--- src/hw/rtl/arc4kg_pkg.sv ---
package arc4kg_pkg;

    localparam int TABLE_DEPTH = 256;
    localparam int ADDR_W      = 8;
    localparam int BYTE_W      = 8;
    localparam int ACTION_W    = 3;

    localparam logic [ADDR_W-1:0] LAST_ROUND = ADDR_W'(TABLE_DEPTH - 1);

    // Action codes carried in the request item
    localparam logic [ACTION_W-1:0] ACT_CLEAR_KEY  = 3'd0;
    localparam logic [ACTION_W-1:0] ACT_KEY_BYTE   = 3'd1;
    localparam logic [ACTION_W-1:0] ACT_SCHEDULE   = 3'd2;
    localparam logic [ACTION_W-1:0] ACT_LOAD_STATE = 3'd3;
    localparam logic [ACTION_W-1:0] ACT_KEYSTREAM  = 3'd4;

    typedef struct packed {
        logic [ACTION_W-1:0] action;
        logic [BYTE_W-1:0]   value;
        logic [ADDR_W-1:0]   index;
    } req_item_t;

    typedef struct packed {
        logic [BYTE_W-1:0] out_byte;
        logic              is_keystream;
    } rsp_item_t;

    // Access request to one byte memory
    typedef struct packed {
        logic              we;
        logic [ADDR_W-1:0] waddr;
        logic [BYTE_W-1:0] wdata;
        logic              re;
        logic [ADDR_W-1:0] raddr;
        logic              clr;
    } ram_req_t;

    typedef enum logic [3:0] {
        ST_IDLE,
        ST_KEY_WR,
        ST_SCH_RD,
        ST_SCH_J,
        ST_SCH_WN,
        ST_SCH_WJ,
        ST_KS_J,
        ST_KS_T,
        ST_KS_W,
        ST_DONE
    } ctrl_state_t;

endpackage

--- src/hw/rtl/arc4kg_ram.sv ---
module arc4kg_ram (
    input  logic                                clk,
    input  logic                                rst_n,
    input  arc4kg_pkg::ram_req_t                req,
    output logic [arc4kg_pkg::BYTE_W-1:0]       rd_data,
    output logic                                rd_vld
);
    import arc4kg_pkg::*;

    logic [BYTE_W-1:0]      mem [TABLE_DEPTH];
    logic [TABLE_DEPTH-1:0] vld_reg;
    logic [BYTE_W-1:0]      rd_data_reg;
    logic                   rd_vld_reg;

    // Write and read the byte array; read returns the old contents
    always_ff @(posedge clk)
    begin
        if (req.we)
        begin
            mem[req.waddr] <= req.wdata;
        end
        if (req.re)
        begin
            rd_data_reg <= mem[req.raddr];
        end
    end

    // Track written entries; clear drops all of them at once
    always_ff @(posedge clk or negedge rst_n)
    begin
        if (!rst_n)
        begin
            vld_reg    <= '0;
            rd_vld_reg <= 1'b0;
        end
        else
        begin
            if (req.clr)
            begin
                vld_reg <= '0;
            end
            else if (req.we)
            begin
                vld_reg[req.waddr] <= 1'b1;
            end
            if (req.re)
            begin
                rd_vld_reg <= vld_reg[req.raddr];
            end
        end
    end

    assign rd_data = rd_data_reg;
    assign rd_vld  = rd_vld_reg;

endmodule

--- src/hw/rtl/arc4kg_ctrl.sv ---
module arc4kg_ctrl (
    input  logic                                clk,
    input  logic                                rst_n,
    input  logic                                req_valid,
    output logic                                req_ready,
    input  arc4kg_pkg::req_item_t               req,
    output logic                                rsp_valid,
    input  logic                                rsp_ready,
    output arc4kg_pkg::rsp_item_t               rsp,
    output arc4kg_pkg::ram_req_t                perm_req,
    input  logic [arc4kg_pkg::BYTE_W-1:0]       perm_rd_data,
    input  logic                                perm_rd_vld,
    output arc4kg_pkg::ram_req_t                key_req,
    input  logic [arc4kg_pkg::BYTE_W-1:0]       key_rd_data,
    input  logic                                key_rd_vld
);
    import arc4kg_pkg::*;

    ctrl_state_t       state_reg, state_next;
    logic [ADDR_W-1:0] pos_i_reg, pos_i_next;
    logic [ADDR_W-1:0] acc_j_reg, acc_j_next;
    logic [ADDR_W-1:0] n_reg, n_next;
    logic [BYTE_W-1:0] a_reg, a_next;
    logic [BYTE_W-1:0] b_reg, b_next;
    logic [BYTE_W-1:0] value_reg, value_next;
    logic [ADDR_W-1:0] perm_raddr_reg, perm_raddr_next;
    logic              out_valid_reg, out_valid_next;
    rsp_item_t         out_data_reg, out_data_next;

    logic              accept;
    logic              out_free;
    logic              post;
    rsp_item_t         post_data;
    logic [BYTE_W-1:0] perm_val;
    logic [BYTE_W-1:0] key_val;
    logic [BYTE_W-1:0] sch_j;
    logic [BYTE_W-1:0] ks_j;
    logic [BYTE_W-1:0] ks_t;
    logic [BYTE_W-1:0] ks_addr;
    logic [BYTE_W-1:0] ks_byte;

    assign req_ready = (state_reg == ST_IDLE);
    assign accept    = req_valid && req_ready;
    assign out_free  = !out_valid_reg || rsp_ready;

    // Unwritten entries read as identity (perm) or zero (key)
    assign perm_val = perm_rd_vld ? perm_rd_data : perm_raddr_reg;
    assign key_val  = key_rd_vld ? key_rd_data : '0;

    assign sch_j   = BYTE_W'(acc_j_reg + perm_val + key_val);
    assign ks_j    = BYTE_W'(acc_j_reg + perm_val);
    assign ks_t    = BYTE_W'(a_reg + perm_val);
    assign ks_addr = BYTE_W'(a_reg + b_reg);

    // Forward the two swap writes onto the output lookup
    always_comb
    begin
        if (ks_addr == acc_j_reg)
        begin
            ks_byte = a_reg;
        end
        else if (ks_addr == pos_i_reg)
        begin
            ks_byte = b_reg;
        end
        else
        begin
            ks_byte = perm_val;
        end
    end

    // Next state
    always_comb
    begin
        state_next = state_reg;
        case (state_reg)
            ST_IDLE:
            begin
                if (accept)
                begin
                    case (req.action)
                        ACT_KEY_BYTE:  state_next = ST_KEY_WR;
                        ACT_SCHEDULE:  state_next = ST_SCH_RD;
                        ACT_KEYSTREAM: state_next = ST_KS_J;
                        default:       state_next = ST_DONE;
                    endcase
                end
            end
            ST_KEY_WR: state_next = out_free ? ST_IDLE : ST_KEY_WR;
            ST_SCH_RD: state_next = ST_SCH_J;
            ST_SCH_J:  state_next = ST_SCH_WN;
            ST_SCH_WN: state_next = ST_SCH_WJ;
            ST_SCH_WJ: state_next = (n_reg == LAST_ROUND) ? ST_DONE : ST_SCH_RD;
            ST_KS_J:   state_next = ST_KS_T;
            ST_KS_T:   state_next = ST_KS_W;
            ST_KS_W:   state_next = out_free ? ST_IDLE : ST_KS_W;
            ST_DONE:   state_next = out_free ? ST_IDLE : ST_DONE;
            default:   state_next = ST_IDLE;
        endcase
    end

    // Memory requests and datapath updates
    always_comb
    begin
        perm_req   = '0;
        key_req    = '0;
        pos_i_next = pos_i_reg;
        acc_j_next = acc_j_reg;
        n_next     = n_reg;
        a_next     = a_reg;
        b_next     = b_reg;
        value_next = value_reg;
        post       = 1'b0;
        post_data  = '0;
        case (state_reg)
            ST_IDLE:
            begin
                if (accept)
                begin
                    value_next = req.value;
                    case (req.action)
                        ACT_CLEAR_KEY:
                        begin
                            key_req.clr = 1'b1;
                            pos_i_next  = '0;
                        end
                        ACT_KEY_BYTE:
                        begin
                            key_req.re    = 1'b1;
                            key_req.raddr = pos_i_reg;
                        end
                        ACT_SCHEDULE:
                        begin
                            perm_req.clr = 1'b1;
                            acc_j_next   = '0;
                            n_next       = '0;
                        end
                        ACT_LOAD_STATE:
                        begin
                            perm_req.we    = 1'b1;
                            perm_req.waddr = req.index;
                            perm_req.wdata = req.value;
                            pos_i_next     = '0;
                            acc_j_next     = '0;
                        end
                        ACT_KEYSTREAM:
                        begin
                            pos_i_next     = ADDR_W'(pos_i_reg + 1'b1);
                            perm_req.re    = 1'b1;
                            perm_req.raddr = ADDR_W'(pos_i_reg + 1'b1);
                        end
                        default:
                        begin
                            value_next = req.value;
                        end
                    endcase
                end
            end
            ST_KEY_WR:
            begin
                // Fold the key byte in; rewriting while stalled is harmless
                key_req.we    = 1'b1;
                key_req.waddr = pos_i_reg;
                key_req.wdata = key_val ^ value_reg;
                post          = out_free;
                if (out_free)
                begin
                    pos_i_next = ADDR_W'(pos_i_reg + 1'b1);
                end
            end
            ST_SCH_RD:
            begin
                perm_req.re    = 1'b1;
                perm_req.raddr = n_reg;
                key_req.re     = 1'b1;
                key_req.raddr  = n_reg;
            end
            ST_SCH_J:
            begin
                a_next         = perm_val;
                acc_j_next     = sch_j;
                perm_req.re    = 1'b1;
                perm_req.raddr = sch_j;
            end
            ST_SCH_WN:
            begin
                perm_req.we    = 1'b1;
                perm_req.waddr = n_reg;
                perm_req.wdata = perm_val;
            end
            ST_SCH_WJ:
            begin
                perm_req.we    = 1'b1;
                perm_req.waddr = acc_j_reg;
                perm_req.wdata = a_reg;
                n_next         = ADDR_W'(n_reg + 1'b1);
                if (n_reg == LAST_ROUND)
                begin
                    pos_i_next = '0;
                    acc_j_next = '0;
                end
            end
            ST_KS_J:
            begin
                a_next         = perm_val;
                acc_j_next     = ks_j;
                perm_req.re    = 1'b1;
                perm_req.raddr = ks_j;
            end
            ST_KS_T:
            begin
                b_next         = perm_val;
                perm_req.we    = 1'b1;
                perm_req.waddr = pos_i_reg;
                perm_req.wdata = perm_val;
                perm_req.re    = 1'b1;
                perm_req.raddr = ks_t;
            end
            ST_KS_W:
            begin
                perm_req.we            = 1'b1;
                perm_req.waddr         = acc_j_reg;
                perm_req.wdata         = a_reg;
                post                   = out_free;
                post_data.out_byte     = ks_byte;
                post_data.is_keystream = 1'b1;
            end
            ST_DONE:
            begin
                post = out_free;
            end
            default:
            begin
                post = 1'b0;
            end
        endcase
    end

    // Output register: load on post, drop when taken
    always_comb
    begin
        perm_raddr_next = perm_req.re ? perm_req.raddr : perm_raddr_reg;
        out_data_next   = post ? post_data : out_data_reg;
        if (post)
        begin
            out_valid_next = 1'b1;
        end
        else if (rsp_ready)
        begin
            out_valid_next = 1'b0;
        end
        else
        begin
            out_valid_next = out_valid_reg;
        end
    end

    always_ff @(posedge clk or negedge rst_n)
    begin
        if (!rst_n)
        begin
            state_reg     <= ST_IDLE;
            pos_i_reg     <= '0;
            acc_j_reg     <= '0;
            n_reg         <= '0;
            out_valid_reg <= 1'b0;
        end
        else
        begin
            state_reg     <= state_next;
            pos_i_reg     <= pos_i_next;
            acc_j_reg     <= acc_j_next;
            n_reg         <= n_next;
            out_valid_reg <= out_valid_next;
        end
    end

    always_ff @(posedge clk)
    begin
        a_reg          <= a_next;
        b_reg          <= b_next;
        value_reg      <= value_next;
        perm_raddr_reg <= perm_raddr_next;
        out_data_reg   <= out_data_next;
    end

    assign rsp_valid = out_valid_reg;
    assign rsp       = out_data_reg;

    a_no_overwrite: assert property (@(posedge clk) disable iff (!rst_n)
        post |-> (!out_valid_reg || rsp_ready))
        else $error("result posted over an untaken item");

    a_wr_clr_excl: assert property (@(posedge clk) disable iff (!rst_n)
        !(perm_req.we && perm_req.clr) && !(key_req.we && key_req.clr))
        else $error("memory write collides with clear");

    a_sched_end: assert property (@(posedge clk) disable iff (!rst_n)
        (state_reg == ST_SCH_WJ && n_reg == LAST_ROUND)
        |=> (state_reg == ST_DONE && pos_i_reg == '0 && acc_j_reg == '0))
        else $error("schedule did not end with zeroed indexes");

    a_idle_only_accept: assert property (@(posedge clk) disable iff (!rst_n)
        (perm_req.clr || key_req.clr) |-> accept)
        else $error("memory cleared outside an accepted item");

endmodule

--- src/hw/rtl/arc4_keystream_generator_unit.sv ---
// ARC4 keystream engine. One request item (action, value, index) gives one
// response item (out_byte, is_keystream). The schedule runs 256 rounds,
// each paced by the single read and single write port of the permutation
// memory, which each round's read, read, write, write sequence occupies.
// A new request is taken in the cycle after the previous one has posted
// its response; a posted response may wait for rsp_ready while the next
// request runs. Both 256-byte memories carry per-entry written flags, so
// reset and the clear/identity fills need no clearing pass.
module arc4_keystream_generator_unit (
    input  logic                      clk,
    input  logic                      rst_n,
    input  logic                      req_valid,
    output logic                      req_ready,
    input  arc4kg_pkg::req_item_t     req,
    output logic                      rsp_valid,
    input  logic                      rsp_ready,
    output arc4kg_pkg::rsp_item_t     rsp
);
    import arc4kg_pkg::*;

    ram_req_t          perm_req;
    ram_req_t          key_req;
    logic [BYTE_W-1:0] perm_rd_data;
    logic              perm_rd_vld;
    logic [BYTE_W-1:0] key_rd_data;
    logic              key_rd_vld;

    // Sequence the actions over both memories
    arc4kg_ctrl u_ctrl (
        .clk          (clk),
        .rst_n        (rst_n),
        .req_valid    (req_valid),
        .req_ready    (req_ready),
        .req          (req),
        .rsp_valid    (rsp_valid),
        .rsp_ready    (rsp_ready),
        .rsp          (rsp),
        .perm_req     (perm_req),
        .perm_rd_data (perm_rd_data),
        .perm_rd_vld  (perm_rd_vld),
        .key_req      (key_req),
        .key_rd_data  (key_rd_data),
        .key_rd_vld   (key_rd_vld)
    );

    // Permutation state
    arc4kg_ram u_perm_ram (
        .clk     (clk),
        .rst_n   (rst_n),
        .req     (perm_req),
        .rd_data (perm_rd_data),
        .rd_vld  (perm_rd_vld)
    );

    // Folded key buffer
    arc4kg_ram u_key_ram (
        .clk     (clk),
        .rst_n   (rst_n),
        .req     (key_req),
        .rd_data (key_rd_data),
        .rd_vld  (key_rd_vld)
    );

endmodule
--- config.mk ---
export PLATFORM = sky130hd
export DESIGN_NAME = arc4_keystream_generator_unit
export DESIGN_NICKNAME = d
export VERILOG_FILES = /design/src/hw/rtl/arc4kg_pkg.sv /design/src/hw/rtl/arc4kg_ram.sv /design/src/hw/rtl/arc4kg_ctrl.sv /design/src/hw/rtl/arc4_keystream_generator_unit.sv
export SDC_FILE = /design/constraint.sdc
export NUM_CORES = 2
export LEC_CHECK = 0
export BUFFER_PORTS_ARGS = -buffer_cell sky130_fd_sc_hd__buf_2
export CAP_MARGIN = 20
export CORE_MARGIN = 3
export CORE_UTILIZATION = 55
export CTS_CLUSTER_DIAMETER = 30
export CTS_CLUSTER_SIZE = 20
export DETAILED_ROUTE_END_ITERATION = 12
export PLACE_DENSITY = 0.71
export SETUP_SLACK_MARGIN = 0.4
export SLEW_MARGIN = 20
export SYNTH_ARGS = -nofsm -noshare
export SYNTH_HDL_FRONTEND = slang
export SYNTH_HIERARCHICAL = 1
export SYNTH_SLANG_ARGS = --single-unit
--- constraint.sdc ---
create_clock -name clk -period 8 [get_ports clk]
set_input_delay 1.6 -clock clk [delete_from_list [all_inputs] [get_ports clk]]
set_output_delay 1.6 -clock clk [all_outputs]
set_load 0.005 [all_outputs]
==> results.yml <==
sta:
  timing.hold.ws_ns: 0.493
  rsz0062_at_grt: "no"
  finClkSkew_ns: 0.0534
  slew-limit-headroom_pct: 10.0
  hold_viol: 0
  slew_violations: 0
  finalSetupViolations: 0
  tightest_slew_ns: 1.34
  fin_crit_sh_pct: 93.0
  clock.fmax_mhz: 134
  fin_crit_ns: 7.44
clock_tree:
  cts_tree: "yes"
  clock_latency_ns: 1.06
  h-tree-depth: 6
  clk_root_buffer_cell: "clkbuf_16"
  cts_hold_buf: 0
  postCtsSetupRepairBufs: 0
  clk_pin_slew_ns: 0.05
  cts_buffer_depth: 4
  cts_sinks: 4696
  cts_buffers: 745
  cts-resized-gates: 0
place:
  hpwl_um: 291000
  place.gp.congestion: 0.927
  placed_area_um2: 190000
  io_buffers: 33
pwr:
  peakVddDrop_mv: 0.269
  p_leak_nw: 62.5
  power_density_nw_per_um2: 276
synthesis:
  postSynthAreaPerCell_um2: 19.0
  synth.distinct_cells: 74
  netlist_area_um2: 184000
  synth_cells: 9646
  ys_async_sr_fraction_pct: 11.6
  yosysSeqAreaShare_pct: 75.3
  synth_edf_count: 4153
  ys.flop_type: "edfxtp_1"
  synth_nets: 9704
  ys_seq_elements: 4696
  yosysWarnings: 6
drt:
  drc_errors: 0
  vias_per_cell: 6.73
  ant_nets: 0
  post_drt_wl_per_cell_um: 32.9
  totalWireLength_um: 497000
  vias: 102000
  drtIter0Drc: 15500
  drtPass1Iterations: 9
status:
  outcome: "finished clean"
floorplan:
  rows: 211
  io_pins: 34
  dieHeight_um: 584
  die_area_um2: 341000
  core_um2: 332000
  die_w_um: 584
  start_util_pct: 55.4
layout:
  drive_gt1_share_pct: 26.2
  reg.largest.list: "u_key_ram/mem: 2048 flops, u_perm_ram/mem: 2048 flops"
  final_area_um2: 216000
  fill_cells: 20800
  syn_to_final_growth_pct: 17.8
  layout.nets: 10100
  layout_common_cells: "edfxtp_1, nor2_1, mux4_2, clkbuf_16, dfrtp_1"
  layout_commonest_cell: "edfxtp_1"
global_route:
  grt.total_usage_pct: 29.2
  grt_pass1_vias: 102000
  grt_max_degree: 228
  grt_pass1_wl_um: 725000
  antenna_found_initial: 15
  overflow: 0
critical_path:
  regToRegEndpoint: "u_perm_ram/rd_data[6]"
  critPathMaxFanout: 66
  worstSetupStartpointType: "register"
  cp.required_ns: 8.90
  r2r_start: "u_perm_ram/rd_vld"
  path_class: "reg2reg"
  reg2reg_depth: 20
  arrival_ns: 8.34
  reg2reg_setup_slack_ns: 0.56
  worstSetupEndpointType: "register"
min_path:
  min_path_type: "reg2reg"
  holdPathEnd: "u_key_ram/vld_reg[72]"
  min-delay-start: "u_key_ram/vld_reg[72]"
  hold_depth: 2
run:
  max-cap-violations: 0
==> where the power goes <==
| group | switching, W | internal (W) | total [W] |
|---|---|---|---|
| clock network | 0.0120 | 0.0214 | 0.0333 |
| logic | 0.0000737 | 0.00000899 | 0.0000827 |
| registers | 0.0000000000000000000180 | 0.0263 | 0.0263 |
| total | 0.0121 | 0.0477 | 0.0598 |
==> cell families after synthesis <==
kind of cell             after synthesis  share of synthesized area (%)
flip-flops                          4696                           75.3
AND/OR/NAND/NOR                     1956                           4.41
multiplexers                        1208                           14.3
AO/OA/AOI/OAI                       1077                           4.07
buffers and inverters                617                           1.41
XOR/XNOR                              57                          0.287
adder cells (fa/ha/maj)               35                          0.255
==> routing by layer <==
metal | part of all wire [%] | GRT usage (%) | vias up
li1 | - | - | 40000
met1 | 37 | 41.4 | 53200
met2 | 46 | 43.1 | 7339
met3 | 14 | 9.55 | 1099
met4 | 3.7 | 10.2 | 10
met5 | 0.047 | 0.378 | -
==> cells in the mapped netlist, types with 12 or more instances <==
cell type	instances	area, µm²
a21oi_1	291	1460
and3_1	12	75.1
o21ba_2	18	180
nor2b_1	30	188
buf_2	126	631
nor2_1	1477	5540
o22ai_1	51	319
buf_1	69	259
nand3_1	79	395
nand2_1	143	537
and2_1	17	106
dfrtp_1	543	13600
o21ai_0	32	160
nor4_1	68	425
mux2_2	14	158
clkbuf_1	381	1430
xor2_1	15	131
o21ba_1	42	420
ha_1	31	388
inv_1	20	75.1
a22oi_1	522	3920
o221ai_1	20	175
xnor2_1	40	350
nor3_1	29	145
mux2i_1	63	631
nand2b_1	19	119
or2_1	20	125
edfxtp_1	4153	125000
nand4_1	31	194
mux4_2	1126	25400
==> worst max-delay path: stages (launching register included) <==
cell and delay [ns]:
dfrtp_1 0.55, mux2_2 0.49, ha_1 0.25, fa_1 0.60, inv_1 0.10, fa_1 0.46, inv_1 0.08, a21o_1 0.11
a21oi_1 0.09, xnor2_1 0.15, a22oi_1 0.11, nand2_2 0.42, buf_4 0.48, inv_2 0.37, nor2_4 0.73, buf_12 0.43
a22oi_1 0.21, a21oi_1 0.56, nor4_1 0.26, o22ai_1 0.53, or2_1 0.18
==> how the worst max path moves through the flow <==
| stage | start | to | slack, ns | cells past startpoint |
|---|---|---|---|---|
| after floorplan | u_ctrl/state_reg[1] | u_key_ram/mem[0][0] | -0.34 | 4 |
| after global placement | u_perm_ram/rd_vld | u_perm_ram/rd_data[6] | 0.48 | 20 |
| after detailed placement | u_perm_ram/rd_vld | u_perm_ram/rd_data[4] | 0.90 | 20 |
| after CTS | u_perm_ram/rd_vld | u_perm_ram/rd_data[6] | 0.84 | 20 |
| after global routing | u_perm_ram/rd_vld | u_perm_ram/rd_data[3] | 0.45 | 20 |
| final | u_perm_ram/rd_vld | u_perm_ram/rd_data[6] | 0.56 | 20 |
==> per-stage QoR <==
step / total power [W] / instances / setup TNS (ns) / worst slack, ns / utilization [%]
6_report: 0.0598 / 15100 / 0 / 0.557 / 65.3
5_1_grt: 0.0612 / 15100 / 0 / 0.450 / 65.3
4_1_cts: 0.0600 / 15100 / 0 / 0.844 / 65.2
3_5_place_dp: 0.0269 / 13700 / 0 / 0.896 / 57.2
3_3_place_gp: 0.0269 / 13700 / 0 / 0.479 / 57.2
2_1_floorplan: 0.0268 / 9646 / -688.43 / -0.338 / -
==> area by class of cell <==
cell class              instances  area (µm²)  area share (%)
well taps                    4366        5460            2.52
clock buffers                 864       19600            9.07
clock inverters               543        6840            3.16
multi-input cells            4333       43300            20.0
repair buffers                275        2820            1.30
flip-flops and latches       4696      138000            63.9
diodes                         15        37.5          0.0173
inverters                      24        90.1          0.0416
(Power assumes the default switching activity.)
